`config.mk`:
```
export PLATFORM = sky130hd
export DESIGN_NAME = crc_checked_record_scanner_top
export DESIGN_NICKNAME = d
export VERILOG_FILES = /design/src/design/crs_pkg.sv /design/src/design/crc_checked_record_scanner_top.sv /design/src/design/crs_crc32.sv /design/src/design/crs_in_stage.sv /design/src/design/crs_core.sv
export SDC_FILE = /design/constraint.sdc
export NUM_CORES = 1
export LEC_CHECK = 0
export ABC_CLOCK_PERIOD_IN_PS = 17520
export BUFFER_PORTS_ARGS = -buffer_cell sky130_fd_sc_hd__buf_2
export CAP_MARGIN = 30
export CORE_MARGIN = 2
export CORE_UTILIZATION = 50
export CTS_CLUSTER_DIAMETER = 50
export CTS_CLUSTER_SIZE = 10
export DETAILED_ROUTE_END_ITERATION = 7
export PLACE_DENSITY = 0.66
export SLEW_MARGIN = 30
export SYNTH_ARGS = -nofsm -noshare
export SYNTH_HDL_FRONTEND = slang
export SYNTH_HIERARCHICAL = 1
export SYNTH_SLANG_ARGS = --single-unit
```
`constraint.sdc`:
```
create_clock -name clk_i -period 17.52 [get_ports clk_i]
set_input_delay 0.876 -clock clk_i [delete_from_list [all_inputs] [get_ports clk_i]]
set_output_delay 0.876 -clock clk_i [all_outputs]
set_load 0.1 [all_outputs]
```
`src/design/crs_pkg.sv`:
```
package crs_pkg;

  // Magic word that opens a record ('PSYS', little-endian)
  localparam logic [31:0] ScanMagic = 32'h5359_5350;
  // Reflected CRC-32 polynomial
  localparam logic [31:0] CrcPoly = 32'hEDB8_8320;
  // Byte position saturates here
  localparam logic [17:0] PosCeiling = 18'h2_0000;
  // Reset value of the area length register
  localparam logic [16:0] AreaReset = 17'd4096;

  // Scanner phase, one-hot
  typedef enum logic [4:0] {
    PH_HUNT  = 5'b00001,
    PH_CRC   = 5'b00010,
    PH_FLAGS = 5'b00100,
    PH_LENS  = 5'b01000,
    PH_BODY  = 5'b10000
  } phase_e;

  // Report codes
  typedef enum logic [2:0] {
    ST_OK       = 3'd0,
    ST_CRC_FAIL = 3'd1,
    ST_BAD_LEN  = 3'd2,
    ST_TRUNC    = 3'd3,
    ST_AREA_END = 3'd4
  } status_e;

  // One input word of the area
  typedef struct packed {
    logic        last_word;
    logic [31:0] data_word;
  } item_t;

  // One report
  typedef struct packed {
    status_e     status;
    logic [15:0] record_offset;
    logic [31:0] record_flags;
    logic [15:0] name_length;
    logic [15:0] value_length;
    logic        area_done;
  } result_t;

  // Column i: CRC register after 32 shifts, starting from bit i alone
  typedef logic [31:0][31:0] crc_cols_t;

  function automatic crc_cols_t crc_columns();
    crc_cols_t   cols;
    logic [31:0] v;
    for (int i = 0; i < 32; i++) begin
      v = 32'd1 << i;
      for (int k = 0; k < 32; k++) begin
        v = v[0] ? ((v >> 1) ^ CrcPoly) : (v >> 1);
      end
      cols[i] = v;
    end
    return cols;
  endfunction

  localparam crc_cols_t CrcCols = crc_columns();

endpackage

```
`src/design/crc_checked_record_scanner_top.sv`:
```
// Channel   Dir  Handshake                   Payload
// s_axis    in   s_axis_tvalid/tready        tdata: data_word; tlast: last_word
// m_axis    out  m_axis_tvalid/tready        tdata: offset, flags, lengths; tuser: status;
//                                            tlast: area_done
// cfg       in   cfg_we_i                    cfg_wdata_i: area_bytes
//
// One word is taken per cycle unless a stalled result holds the core; a word passes an input
// register, then the scan logic with one 32-bit CRC fold writes the result register,
// which drives m_axis.
// Reset clears the scan state and sets the area length to 4096 bytes.
// A stalled result holds in the result register while one more word can be taken;
// after that s_axis_tready follows m_axis_tready.
module crc_checked_record_scanner_top import crs_pkg::*; #(
  parameter int MAX_AREA_BYTES = 65536
) (
  input  logic        clk_i,
  input  logic        rst_ni,
  input  logic        cfg_we_i,
  input  logic [16:0] cfg_wdata_i,
  input  logic        s_axis_tvalid,
  output logic        s_axis_tready,
  input  logic [31:0] s_axis_tdata,   // [31:0] data_word
  input  logic        s_axis_tlast,
  output logic        m_axis_tvalid,
  input  logic        m_axis_tready,
  output logic [79:0] m_axis_tdata,   // [15:0] record_offset, [47:16] record_flags,
                                      // [63:48] name_length, [79:64] value_length
  output logic [2:0]  m_axis_tuser,   // [2:0] status
  output logic        m_axis_tlast
);

  item_t   s_item, item;
  logic    item_valid, take;
  result_t result;

  assign s_item.data_word = s_axis_tdata;
  assign s_item.last_word = s_axis_tlast;

  crs_in_stage u_in (
    .clk_i        (clk_i),
    .rst_ni       (rst_ni),
    .s_valid_i    (s_axis_tvalid),
    .s_ready_o    (s_axis_tready),
    .s_item_i     (s_item),
    .take_i       (take),
    .item_valid_o (item_valid),
    .item_o       (item)
  );

  crs_core #(
    .MAX_AREA_BYTES (MAX_AREA_BYTES)
  ) u_core (
    .clk_i        (clk_i),
    .rst_ni       (rst_ni),
    .cfg_we_i     (cfg_we_i),
    .cfg_wdata_i  (cfg_wdata_i),
    .item_valid_i (item_valid),
    .item_i       (item),
    .take_o       (take),
    .out_valid_o  (m_axis_tvalid),
    .out_ready_i  (m_axis_tready),
    .result_o     (result)
  );

  // Pack the result transaction
  assign m_axis_tdata = {result.value_length, result.name_length,
                         result.record_flags, result.record_offset};
  assign m_axis_tuser = result.status;
  assign m_axis_tlast = result.area_done;

endmodule

```
`src/design/crs_crc32.sv`:
```
module crs_crc32 import crs_pkg::*; (
  input  logic [31:0] crc_i,
  input  logic [31:0] word_i,
  output logic [31:0] crc_o
);

  logic [31:0] x;

  // Fold one word into the CRC: XOR of the columns picked by set bits
  always_comb begin
    x     = crc_i ^ word_i;
    crc_o = '0;
    for (int i = 0; i < 32; i++) begin
      if (x[i]) begin
        crc_o = crc_o ^ CrcCols[i];
      end
    end
  end

endmodule

```
`src/design/crs_in_stage.sv`:
```
module crs_in_stage import crs_pkg::*; (
  input  logic        clk_i,
  input  logic        rst_ni,
  input  logic        s_valid_i,
  output logic        s_ready_o,
  input  item_t       s_item_i,
  input  logic        take_i,
  output logic        item_valid_o,
  output item_t       item_o
);

  logic  valid_q;
  item_t item_q;

  // Accept when empty or when the held word is consumed this cycle
  assign s_ready_o    = !valid_q || take_i;
  assign item_valid_o = valid_q;
  assign item_o       = item_q;

  always_ff @(posedge clk_i or negedge rst_ni) begin
    if (!rst_ni) begin
      valid_q <= 1'b0;
    end else if (s_valid_i && s_ready_o) begin
      valid_q <= 1'b1;
    end else if (take_i) begin
      valid_q <= 1'b0;
    end
  end

  // Hold the payload of each accepted transaction
  always_ff @(posedge clk_i) begin
    if (s_valid_i && s_ready_o) begin
      item_q <= s_item_i;
    end
  end

endmodule

```
`src/design/crs_core.sv`:
```
module crs_core import crs_pkg::*; #(
  parameter int MAX_AREA_BYTES = 65536
) (
  input  logic        clk_i,
  input  logic        rst_ni,
  input  logic        cfg_we_i,
  input  logic [16:0] cfg_wdata_i,
  input  logic        item_valid_i,
  input  item_t       item_i,
  output logic        take_o,
  output logic        out_valid_o,
  input  logic        out_ready_i,
  output result_t     result_o
);

  localparam int CapInt = (MAX_AREA_BYTES > 131068) ? 131068 : (MAX_AREA_BYTES / 4) * 4;
  localparam logic [16:0] AreaCap = 17'(CapInt);

  logic [16:0] cfg_q;

  phase_e      phase_q, phase_d;
  logic [17:0] pos_q, pos_d;
  logic [15:0] start_q, start_d;
  logic [31:0] exp_q, exp_d;
  logic [31:0] flags_q, flags_d;
  logic [15:0] nlen_q, nlen_d;
  logic [15:0] vlen_q, vlen_d;
  logic [17:0] left_q, left_d;
  logic [31:0] crc_q, crc_d;
  logic        stop_q, stop_d;

  logic        out_valid_q;
  result_t     res_q, res_d;

  logic [16:0] area_masked, area;
  logic        active, reported, has_result, advance;
  status_e     status;
  logic [31:0] w;
  logic [16:0] name_r, val_r;
  logic [17:0] splen, end_pos;
  logic [31:0] crc_seed, crc_next;

  // Effective area length: word aligned and capped
  assign area_masked = {cfg_q[16:2], 2'b00};
  assign area        = (area_masked > AreaCap) ? AreaCap : area_masked;

  assign advance     = item_valid_i && (!out_valid_q || out_ready_i);
  assign take_o      = advance;
  assign out_valid_o = out_valid_q;
  assign result_o    = res_q;

  assign w = item_i.data_word;

  // Single CRC unit; the flags word starts from all ones
  assign crc_seed = (phase_q == PH_FLAGS) ? 32'hFFFF_FFFF : crc_q;

  crs_crc32 u_crc (
    .crc_i  (crc_seed),
    .word_i (w),
    .crc_o  (crc_next)
  );

  // Next state and report for one word
  always_comb begin
    phase_d  = phase_q;
    start_d  = start_q;
    exp_d    = exp_q;
    flags_d  = flags_q;
    nlen_d   = nlen_q;
    vlen_d   = vlen_q;
    left_d   = left_q;
    crc_d    = crc_q;
    stop_d   = stop_q;
    reported = 1'b0;
    status   = ST_OK;

    name_r       = {1'b0, w[15:0]} + 17'd3;
    name_r[1:0]  = 2'b00;
    val_r        = {1'b0, w[31:16]} + 17'd3;
    val_r[1:0]   = 2'b00;
    splen        = 18'd16 + {1'b0, name_r} + {1'b0, val_r};
    end_pos      = {2'b00, start_q} + splen;

    active = !stop_q && (pos_q < {1'b0, area});

    if (active) begin
      case (phase_q)
        PH_HUNT: begin
          if (w == ScanMagic) begin
            start_d = pos_q[15:0];
            flags_d = '0;
            nlen_d  = '0;
            vlen_d  = '0;
            phase_d = PH_CRC;
          end
        end
        PH_CRC: begin
          exp_d   = w;
          phase_d = PH_FLAGS;
        end
        PH_FLAGS: begin
          flags_d = w;
          crc_d   = crc_next;
          phase_d = PH_LENS;
        end
        PH_LENS: begin
          nlen_d = w[15:0];
          vlen_d = w[31:16];
          if (end_pos > {1'b0, area}) begin
            status   = ST_BAD_LEN;
            reported = 1'b1;
            stop_d   = 1'b1;
            phase_d  = PH_HUNT;
          end else begin
            crc_d  = crc_next;
            left_d = splen - 18'd16;
            if (left_d == '0) begin
              status   = (~crc_next == exp_q) ? ST_OK : ST_CRC_FAIL;
              reported = 1'b1;
              phase_d  = PH_HUNT;
            end else begin
              phase_d = PH_BODY;
            end
          end
        end
        PH_BODY: begin
          crc_d  = crc_next;
          left_d = (left_q >= 18'd4) ? left_q - 18'd4 : '0;
          if (left_d == '0) begin
            status   = (~crc_next == exp_q) ? ST_OK : ST_CRC_FAIL;
            reported = 1'b1;
            phase_d  = PH_HUNT;
          end
        end
        default: begin
          phase_d = PH_HUNT;
        end
      endcase
    end

    // Open record cut short by the end of the stream or the area end
    if (!reported && phase_d != PH_HUNT &&
        (item_i.last_word || ({1'b0, pos_q} + 19'd4 >= {2'b00, area}))) begin
      status   = ST_TRUNC;
      reported = 1'b1;
      stop_d   = 1'b1;
      phase_d  = PH_HUNT;
    end

    pos_d = (pos_q < PosCeiling) ? pos_q + 18'd4 : pos_q;

    has_result = reported || item_i.last_word;
    if (reported) begin
      res_d.status        = status;
      res_d.record_offset = start_d;
      res_d.record_flags  = flags_d;
      res_d.name_length   = nlen_d;
      res_d.value_length  = vlen_d;
    end else begin
      res_d.status        = ST_AREA_END;
      res_d.record_offset = '0;
      res_d.record_flags  = '0;
      res_d.name_length   = '0;
      res_d.value_length  = '0;
    end
    res_d.area_done = item_i.last_word;

    // Start the next area from clean state
    if (item_i.last_word) begin
      phase_d = PH_HUNT;
      pos_d   = '0;
      start_d = '0;
      exp_d   = '0;
      flags_d = '0;
      nlen_d  = '0;
      vlen_d  = '0;
      left_d  = '0;
      crc_d   = 32'hFFFF_FFFF;
      stop_d  = 1'b0;
    end
  end

  // Configuration register
  always_ff @(posedge clk_i or negedge rst_ni) begin
    if (!rst_ni) begin
      cfg_q <= AreaReset;
    end else if (cfg_we_i) begin
      cfg_q <= cfg_wdata_i;
    end
  end

  // Scan state, advanced once per consumed word
  always_ff @(posedge clk_i or negedge rst_ni) begin
    if (!rst_ni) begin
      phase_q <= PH_HUNT;
      pos_q   <= '0;
      start_q <= '0;
      exp_q   <= '0;
      flags_q <= '0;
      nlen_q  <= '0;
      vlen_q  <= '0;
      left_q  <= '0;
      crc_q   <= 32'hFFFF_FFFF;
      stop_q  <= 1'b0;
    end else if (advance) begin
      phase_q <= phase_d;
      pos_q   <= pos_d;
      start_q <= start_d;
      exp_q   <= exp_d;
      flags_q <= flags_d;
      nlen_q  <= nlen_d;
      vlen_q  <= vlen_d;
      left_q  <= left_d;
      crc_q   <= crc_d;
      stop_q  <= stop_d;
    end
  end

  // Result register valid
  always_ff @(posedge clk_i or negedge rst_ni) begin
    if (!rst_ni) begin
      out_valid_q <= 1'b0;
    end else if (advance && has_result) begin
      out_valid_q <= 1'b1;
    end else if (out_ready_i) begin
      out_valid_q <= 1'b0;
    end
  end

  // Result register payload
  always_ff @(posedge clk_i) begin
    if (advance && has_result) begin
      res_q <= res_d;
    end
  end

  a_stop_in_hunt: assert property (@(posedge clk_i) disable iff (!rst_ni)
    stop_q |-> phase_q == PH_HUNT)
    else $error("scan stopped outside hunt phase");

  a_body_left: assert property (@(posedge clk_i) disable iff (!rst_ni)
    phase_q == PH_BODY |-> left_q != '0)
    else $error("body phase with no bytes left");

  a_last_clears: assert property (@(posedge clk_i) disable iff (!rst_ni)
    advance && item_i.last_word |=> phase_q == PH_HUNT && pos_q == '0 && !stop_q)
    else $error("state not cleared after area end");

  a_last_reports: assert property (@(posedge clk_i) disable iff (!rst_ni)
    advance && item_i.last_word |=> out_valid_q && res_q.area_done)
    else $error("area end gave no report");

endmodule

```
Word-level counts from Yosys, hierarchy flattened --
Index checks and enable logic that the tools add are counted.
Word-level totals: register bits after elaboration 322, input bits 55, output and inout port bits 86, logic and storage cells 204
Cells by class: $add $sub $neg 9, order comparisons 6, equal/unequal tests 9, multiplexer cells 94, bitwise operators 33, reductions and logical operators 32
Operator list (count):
- $mux 32 | 23
- $mux 31 | 6
- $mux 16 | 10
- $pmux 32 s2 | 2
- $mux 30 | 4
- $not 13->13 | 9
- $mux 18 | 6
- $mux 29 | 3
- $not 14->14 | 6
- $pmux 16 s2 | 2
- $not 15->15 | 4
- $mux 28 | 2
- $mux 27 | 2
- $not 12->12 | 4
- $not 16->16 | 3
- $logic_not 18->1 | 2
- $pmux 18 s2 | 1
- $mux 5 | 7
- $add 16x2->17 const B | 2
- $eq 32x31->1 const B | 1
- $eq 32x32->1 | 1
- $not 32->32 | 1
- $xor 32x32->32 | 1
- $mux 26 | 1
- 40 further kinds | 80

Depth between registers and ports, before layout --
Gate-level depths: netlist of the first run.
depth after elaboration 74, depth in mapped cells 36, gate-level depth less buffers 32

Hierarchy --
Netlist of the first run, hierarchy kept.
By module, submodules not included:
- crs_core | instances 1, cells an instance 1662, area each 16946.3 µm², sequential area each 7569.8 µm²
- crs_crc32 | instances 1, cells an instance 247, area each 2822.7 µm², sequential area each 0.0 µm²
- crs_in_stage | instances 1, cells an instance 37, area each 1044.8 µm², sequential area each 1016.0 µm²

Least setup slack after synthesis of the first run --
Ideal clock, no wire load.
path kind register to register, start point reg u_in.item_q, in the netlist u_in/item_o[2], end point reg u_core.res_q, in the netlist u_core/result_o[0], enable pin, setup time 577 ps, arrival 10949 ps, slack 5995 ps, stages on the path, launching flop included 33, path buffers 4, cells stage by stage edfxtp_1 > clkbuf_1 > nor2b_1 > nand3_1 > nor2_1 > nand3_1 > nor2_1 > nand2_1 > xnor2_1 > ha_1 > ha_1 > clkbuf_1 > a21oi_1 > o21ai_0 > a2bb2oi_1 > o311a_1 > clkbuf_1 > ha_1 > or3_1 > o21ai_0 > inv_1 > a2111oi_0 > nor3_1 > ha_1 > nand4b_1 > nor4_1 > and4_1 > a211oi_1 > nor2b_1 > mux2i_1 > o31ai_2 > buf_4 > a31oi_1
On the way: longest elaborated chain between the ends 15, elaborated cells on any way between the ends 24
RTL lines:
- start: declaration | RTL line crs_in_stage.sv:13 | item_t item_q;
- start signal: assignment | RTL line crs_in_stage.sv:33 | item_q <= s_item_i;
- branches (longest 12 deep; another with $add 5x17->18)
- $mux 1 * | RTL line crs_core.sv:142 | if (!reported && phase_d != PH_HUNT &&
- $logic_or 1x1->1 * | RTL line crs_core.sv:152 | has_result = reported || item_i.last_word;
- $logic_and 1x1->1 * | RTL line crs_core.sv:232 | if (advance && has_result) begin
- end signal: assignment | RTL line crs_core.sv:233 | res_q <= res_d;
- end: declaration | RTL line crs_core.sv:33 | result_t res_q, res_d;
Every way passes the cells marked *. A chain may end at the register's enable or synchronous reset.

Worst setup path after layout of the first run --
start point reg u_in.item_q, in the netlist u_in/item_o[0], end point reg u_core.res_q, in the netlist u_core/result_o[25], enable pin
Same word-level chain as after synthesis.

==> results of run 1 <==
-- how the worst max path moves through the flow --
stage	endpoint	slack, ns	cells past startpoint
2_1_floorplan	u_core/result_o[0]	5.99	32
3_3_place_gp	u_core/result_o[52]	8.03	31
3_5_place_dp	u_core/result_o[45]	7.78	31
4_1_cts	u_core/result_o[48]	7.79	31
5_1_grt	u_core/result_o[36]	7.00	32
6_report	u_core/result_o[25]	7.67	31
-- stage by stage --
step                std cells  utilization (%)  area, sq um  hold WS (ns)  worst slack (ns)
finish                   2586             56.9        23300         0.285              7.67
global route             2586             56.9        23300         0.314              7.00
CTS                      2585             56.8        23200         0.304              7.79
detailed placement       2507             53.4        21900         0.468              7.78
global placement         2507             53.3        21800         0.464              8.03
floorplan                1946                -        20800         0.424              5.99
-- layout make-up --
class	instances	area, sq um	share of cell area [%]
Clock buffer	68	1220	5.25
Clock inverter	10	154	0.661
Inverter	40	150	0.645
Multi-Input combinational cell	1454	11600	49.7
Sequential cell	318	8590	36.9
Tap cell	532	666	2.86
Timing Repair Buffer	164	937	4.03
-- kinds of logic (layout without fill, tap and decap cells) --
logic type	count (synthesis)	count (layout)	share of synthesized area (%)
AOI/OAI and AO/OA	543	543	19.2
xor gates and xnor gates	351	351	17.9
adders and majority gates	96	96	5.84
buffers and inverters	174	282	3.64
DFF	318	318	41.3
muxes	30	30	1.54
and+or+nand+nor	434	434	10.6
-- cell usage in the layout (no fill, tap or decap), drive strengths merged, types with 8 or more instances in the layout --
cell and n:
xnor2 275, o21ai 94, nand3 33, nor3 23, a211oi 9, nor4 26
dfrtp 167, ha 94, and3 9, xnor3 20, clkbuf 69, a22oi 67
nand2b 48, nor2 104, or3 8, nor2b 11, and2 11, o21a 10
o31ai 18, a22o 123, xor2 52, edfxtp 117, nand2 109, mux2 16
a21o 12, dfstp 34, inv 42, a21oi 129, buf 163, nand4 12
mux2i 14
-- registers in the layout, indices dropped and copies added (netlist names), 5 cells and up --
| name | cells |
|---|---|
| u_core/result_o | 84 |
| u_in/item_o | 33 |
| u_core/crc_q | 32 |
| u_core/exp_q | 32 |
| u_core/flags_q | 32 |
| u_core/left_q | 18 |
| u_core/nlen_q | 16 |
| u_core/pos_q | 16 |
| u_core/start_q | 16 |
| u_core/vlen_q | 16 |
| u_core/cfg_q | 15 |
| u_core/phase_q | 5 |
-- layer usage --
| metal | GRT usage [%] | part of all wire (%) | up-vias |
|---|---|---|---|
| li1 | - | - | 7256 |
| met1 | 40.5 | 45 | 7890 |
| met2 | 41.8 | 44 | 638 |
| met3 | 4.95 | 7.5 | 91 |
| met4 | 9.54 | 2.9 | 2 |
| met5 | 0 | 0.012 | - |
==> results.md, run 1 <==
Die
• **area inside the core boundary** 0.0409 sq mm
• **num rows** 74
• **Initial Util** 50.9%
• **height of the chip** 208 um
• **Chip Width** 208 um
• **overall die area** 0.0433 sq mm
• **number of top-level design ports** 141

Yosys
• **cell types with the largest area share after synthesis** sky130_fd_sc_hd__dfrtp_1 (20%), sky130_fd_sc_hd__edfxtp_1 (17%), sky130_fd_sc_hd__xnor2_1 (10%)
• **post-synth top area share** 20.1%
• **area of the mapped netlist** 0.0208 sq mm
• **number of instances in the synthesized netlist** 1946
• **most common cell in the synthesized netlist** sky130_fd_sc_hd__xnor2_1
• **cell types with the highest counts after synthesis** sky130_fd_sc_hd__xnor2_1 (244), sky130_fd_sc_hd__dfrtp_1 (167), sky130_fd_sc_hd__a22o_1 (123)
• **sequential element share of the synthesized area** 41.3%
• **number of synthesis warnings** 6
• **share of synthesized flip-flops with an asynchronous set or reset** 63.2%
• **synthesized flop and latch total** 318
• **number of distinct library cells after synthesis** 95
• **per-instance average area after synthesis** 10.7 sq um
• **most used flip-flop cell after synthesis** sky130_fd_sc_hd__dfrtp_1
• **cell type with the largest total area after synthesis** sky130_fd_sc_hd__dfrtp_1
• **synthesized net count** 2097
• **EDFF count, synth** 117

Routing
• **number of iterations in the first detailed-routing pass** 5
• **via count** 15900
• **Avg WL per Cell** 23.4 um
• **residual antenna-violating net count after detailed routing** 0
• **DRC errors left** 0
• **routed via count divided by cell count** 6.14
• **DRT Wirelength** 60.4 mm
• **count of routing violations after the opening detailed-route iteration** 1467

Clock tree
• **Worst-path clk slew** 0.05 ns
• **clk_lat worst skew** 0.59 ns
• **H-tree Lvls** 2
• **total clock buffers created by CTS** 42
• **clock tree from TritonCTS** built
• **clock sink total** 318
• **Max Root-Sink Buffers** 3
• **number of gates given a new drive strength after cts** 0
• **buffers inserted by post-CTS timing repair** 0
• **clk root buf** sky130_fd_sc_hd__clkbuf_16
• **post-cts hold buffer count** 0

Finish
• **number of antenna cells inserted** 0
• **number of fill cells** 3548
• **share of final-layout standard cells stronger than drive strength 1** 18.9%
• **nets@finish** 2171
• **area added between synthesis and finish** 11.8%

Global route
• **first-pass GRT wire length** 93.9 mm
• **number of antenna violations at the first check in global routing** 1
• **largest net degree at the start of global routing** 126
• **vias in the first global route** 15700
• **remaining global-route overflow** 0
• **Global Route Usage Sum** 27.8%

Critical path
• **critical path endpoint category** flop
• **CP required** 17.72 ns
• **data arrival time at the worst-slack endpoint** 10.05 ns
• **Reg2Reg Depth** 31
• **biggest fanout along the worst timing path** 68
• **destination of the worst register-to-register timing path** u_core/result_o[25]
• **maximum single-stage delay on the critical path** 0.80 ns
• **Startpoint Class** flop
• **master of the slowest instance on the critical path** sky130_fd_sc_hd__a211oi_1
• **gate family responsible for the most delay along the worst path** compound AO/OA/AOI/OAI gates
• **Worst R2R Setup Slack** 7.67 ns
• **worst setup path class** reg -> reg
• **Worst setup startpoint** u_in/item_o[0]
• **Buffers & Inverters on Critical Path** 1
• **start of the worst register-to-register path** u_in/item_o[0]

Place
• **sum of net half-perimeters after detailed placement** 41.5 mm
• **routability congestion estimate from global placement** 0.934
• **Port-buffer cells** 138

STA
• **worst rel slew slack** 30.8%
• **final setup violation count** 0
• **TNS Setup** 0 ns
• **max-slew violation total from the final report** 0
• **hold violation count in the final report** 0
• **Max Clock Skew** 0.0506 ns
• **final clock period utilization by the worst path** 56.2%
• **Worst-Margin Slew** 1.03 ns
• **post-route minimum period** 9.85 ns
• **unrepaired setup endpoints after global routing** false
• **upper clock frequency limit** 0.102 GHz

Hold path
• **path type of the worst min-delay path** in -> async

Outcome
• **outcome** complete, no violations

Flow run
• **number of maximum-capacitance violations** 0

Power of run 1 is left out: the tool's default activity adds up to more than one toggle a clock period on the data nets, which glitch-free logic cannot reach.
==> run 2, diff against run 1 <==
Settings changed: ABC_CLOCK_PERIOD_IN_PS 17520 to 10200.
Clock period 17.52 ns to 10.2 ns, I/O delays scaled along.
==> results.md, run 2 (synthesis gave the netlist of run 1 again) <==
Outcome
• **outcome** complete, no violations

Routing
• **residual antenna-violating net count after detailed routing** 0, unchanged
• **routed via count divided by cell count** 6.16, +0.31%
• **Avg WL per Cell** 23.4 um, +0.28%
• **number of iterations in the first detailed-routing pass** 5, unchanged
• **count of routing violations after the opening detailed-route iteration** 1585, +8.0%
• **via count** 16000, +0.54%
• **DRC errors left** 0, unchanged
• **DRT Wirelength** 60.7 mm, +0.51%

STA
• **crit path setup slack, layout** 0.823 ns, -6.85 ns
• **final clock period utilization by the worst path** 91.9%, +36 points
• **max-slew violation total from the final report** 0, unchanged
• **Max Clock Skew** 0.0195 ns, -0.0311 ns
• **final setup violation count** 0, unchanged
• **Worst-Margin Slew** 0.992 ns, -0.0358 ns
• **hold violation count in the final report** 0, unchanged
• **worst rel slew slack** 33.5%, +2.6 points
• **unrepaired setup endpoints after global routing** false
• **TNS Setup** 0 ns, unchanged
• **upper clock frequency limit** 0.107 GHz, +5.1%
• **post-route minimum period** 9.38 ns, -0.474 ns

Die
• **area inside the core boundary** 0.0409 sq mm, unchanged
• **overall die area** 0.0433 sq mm, unchanged
• **Chip Width** 208 um, unchanged
• **Initial Util** 50.9%, unchanged
• **num rows** 74, unchanged
• **number of top-level design ports** 141, unchanged
• **height of the chip** 208 um, unchanged

Clock tree
• **number of gates given a new drive strength after cts** 0, unchanged
• **clk root buf** sky130_fd_sc_hd__clkbuf_16
• **clock tree from TritonCTS** built
• **Worst-path clk slew** 0.06 ns, about the same
• **clock sink total** 318, unchanged
• **buffers inserted by post-CTS timing repair** 0, unchanged
• **H-tree Lvls** 2, unchanged
• **total clock buffers created by CTS** 44, +4.8%
• **clk_lat worst skew** 0.57 ns, -0.02 ns
• **Max Root-Sink Buffers** 3, unchanged

Global route
• **number of antenna violations at the first check in global routing** 0, -1
• **Global Route Usage Sum** 27.8%, about the same
• **largest net degree at the start of global routing** 84, -33%
• **vias in the first global route** 15500, -1.2%
• **remaining global-route overflow** 0, unchanged
• **first-pass GRT wire length** 94.3 mm, +0.41%

Finish
• **nets@finish** 2176, +0.23%
• **most common cell after layout, fill and taps aside** sky130_fd_sc_hd__xnor2_1
• **area added between synthesis and finish** 11.9%, about the same
• **Largest register FFs** 84, unchanged
• **number of antenna cells inserted** 0, unchanged
• **share of final-layout standard cells stronger than drive strength 1** 19.1%, +0.19 points
• **commonest cells after routing, fill and taps aside** sky130_fd_sc_hd__xnor2_1 (244), sky130_fd_sc_hd__dfrtp_1 (167), sky130_fd_sc_hd__buf_2 (137)

Critical path
• **Startpoint Class** flop
• **worst setup path class** reg -> reg
• **Worst R2R Setup Slack** 0.82 ns, -6.85 ns
• **CP required** 10.46 ns, -7.26 ns
• **maximum single-stage delay on the critical path** 0.84 ns, +0.04 ns
• **biggest fanout along the worst timing path** 52, -24%
• **critical path endpoint category** flop
• **data arrival time at the worst-slack endpoint** 9.64 ns, -0.41 ns
• **master of the slowest instance on the critical path** sky130_fd_sc_hd__a211oi_1
• **Buffers & Inverters on Critical Path** 1, unchanged
• **gate family responsible for the most delay along the worst path** simple AND/OR/NAND/NOR gates

Hold path
• **path type of the worst min-delay path** in -> reg

Place
• **pre-CTS setup slack** 0.978 ns, -6.80 ns
• **routability congestion estimate from global placement** 0.968, +3.6%
• **sum of net half-perimeters after detailed placement** 42.1 mm, +1.4%
• **Port-buffer cells** 138, unchanged

Flow run
• **number of maximum-capacitance violations** 0, unchanged

==> run 2: cell types whose count changed in the layout (fill, tap and decap cells not counted), sizes merged <==
| cell | previous run | this run |
|---|---|---|
| inv | 42 | 45 |
| bufinv | 2 | 1 |
| buf | 163 | 165 |
| clkinv | 5 | 6 |
| dlygate4sd3 | 0 | 1 |
==> run 2: what timing repair did <==
action	CTS	global route
endpoints found under the setup margin	0	0
endpoints found under the hold margin	60	0
hold buffers	1	0
==> run 2: per-stage QoR <==
| step | instances | utilization [%] | area (sq um) | hold WS (ns) |
|---|---|---|---|---|
| after detailed placement | 2509 | 53.4 | 21900 | 0.468 |
| final | 2592 | 56.9 | 23300 | 0.120 |
| after floorplan | 1946 | - | 20800 | 0.214 |
| after CTS | 2591 | 56.8 | 23200 | 0.0936 |
| after global routing | 2592 | 56.9 | 23300 | 0.0960 |
| after global placement | 2509 | 53.4 | 21800 | 0.462 |
==> run 2: area by class of cell <==
class / instances / area (sq um)
multi-input combinational: 1454 / 11500
clock inverter: 13 / 125
fill: 3531 / 17600
timing repair buffer: 167 / 963
inverter: 40 / 150
tap: 532 / 666
clock buffer: 68 / 1240
sequential: 318 / 8590
==> run 2: per-layer routing <==
metal	global-route usage, %	up-vias	routed length, um
li1	-	7276	-
met1	41.6	8027	28200
met3	4.33	79	3900
met5	0	-	0
met4	6.58	0	1250
met2	42.4	581	27300
==> run 2: path summary, 6_finish.rpt <==
path                                  start                   to  depth (start not counted)
max in group asynchronous            rst_ni     u_core/exp_q[11]                          4
min reg2reg                u_core/crc_q[25]     u_core/crc_q[25]                          2
max                          u_in/item_o[0]  u_core/result_o[27]                         32
min                         s_axis_tdata[6]       u_in/item_o[6]                          1
min in group asynchronous            rst_ni      u_core/cfg_q[8]                          2
max reg2reg                  u_in/item_o[0]  u_core/result_o[27]                         32
Power of run 2 is left out for the same reason.
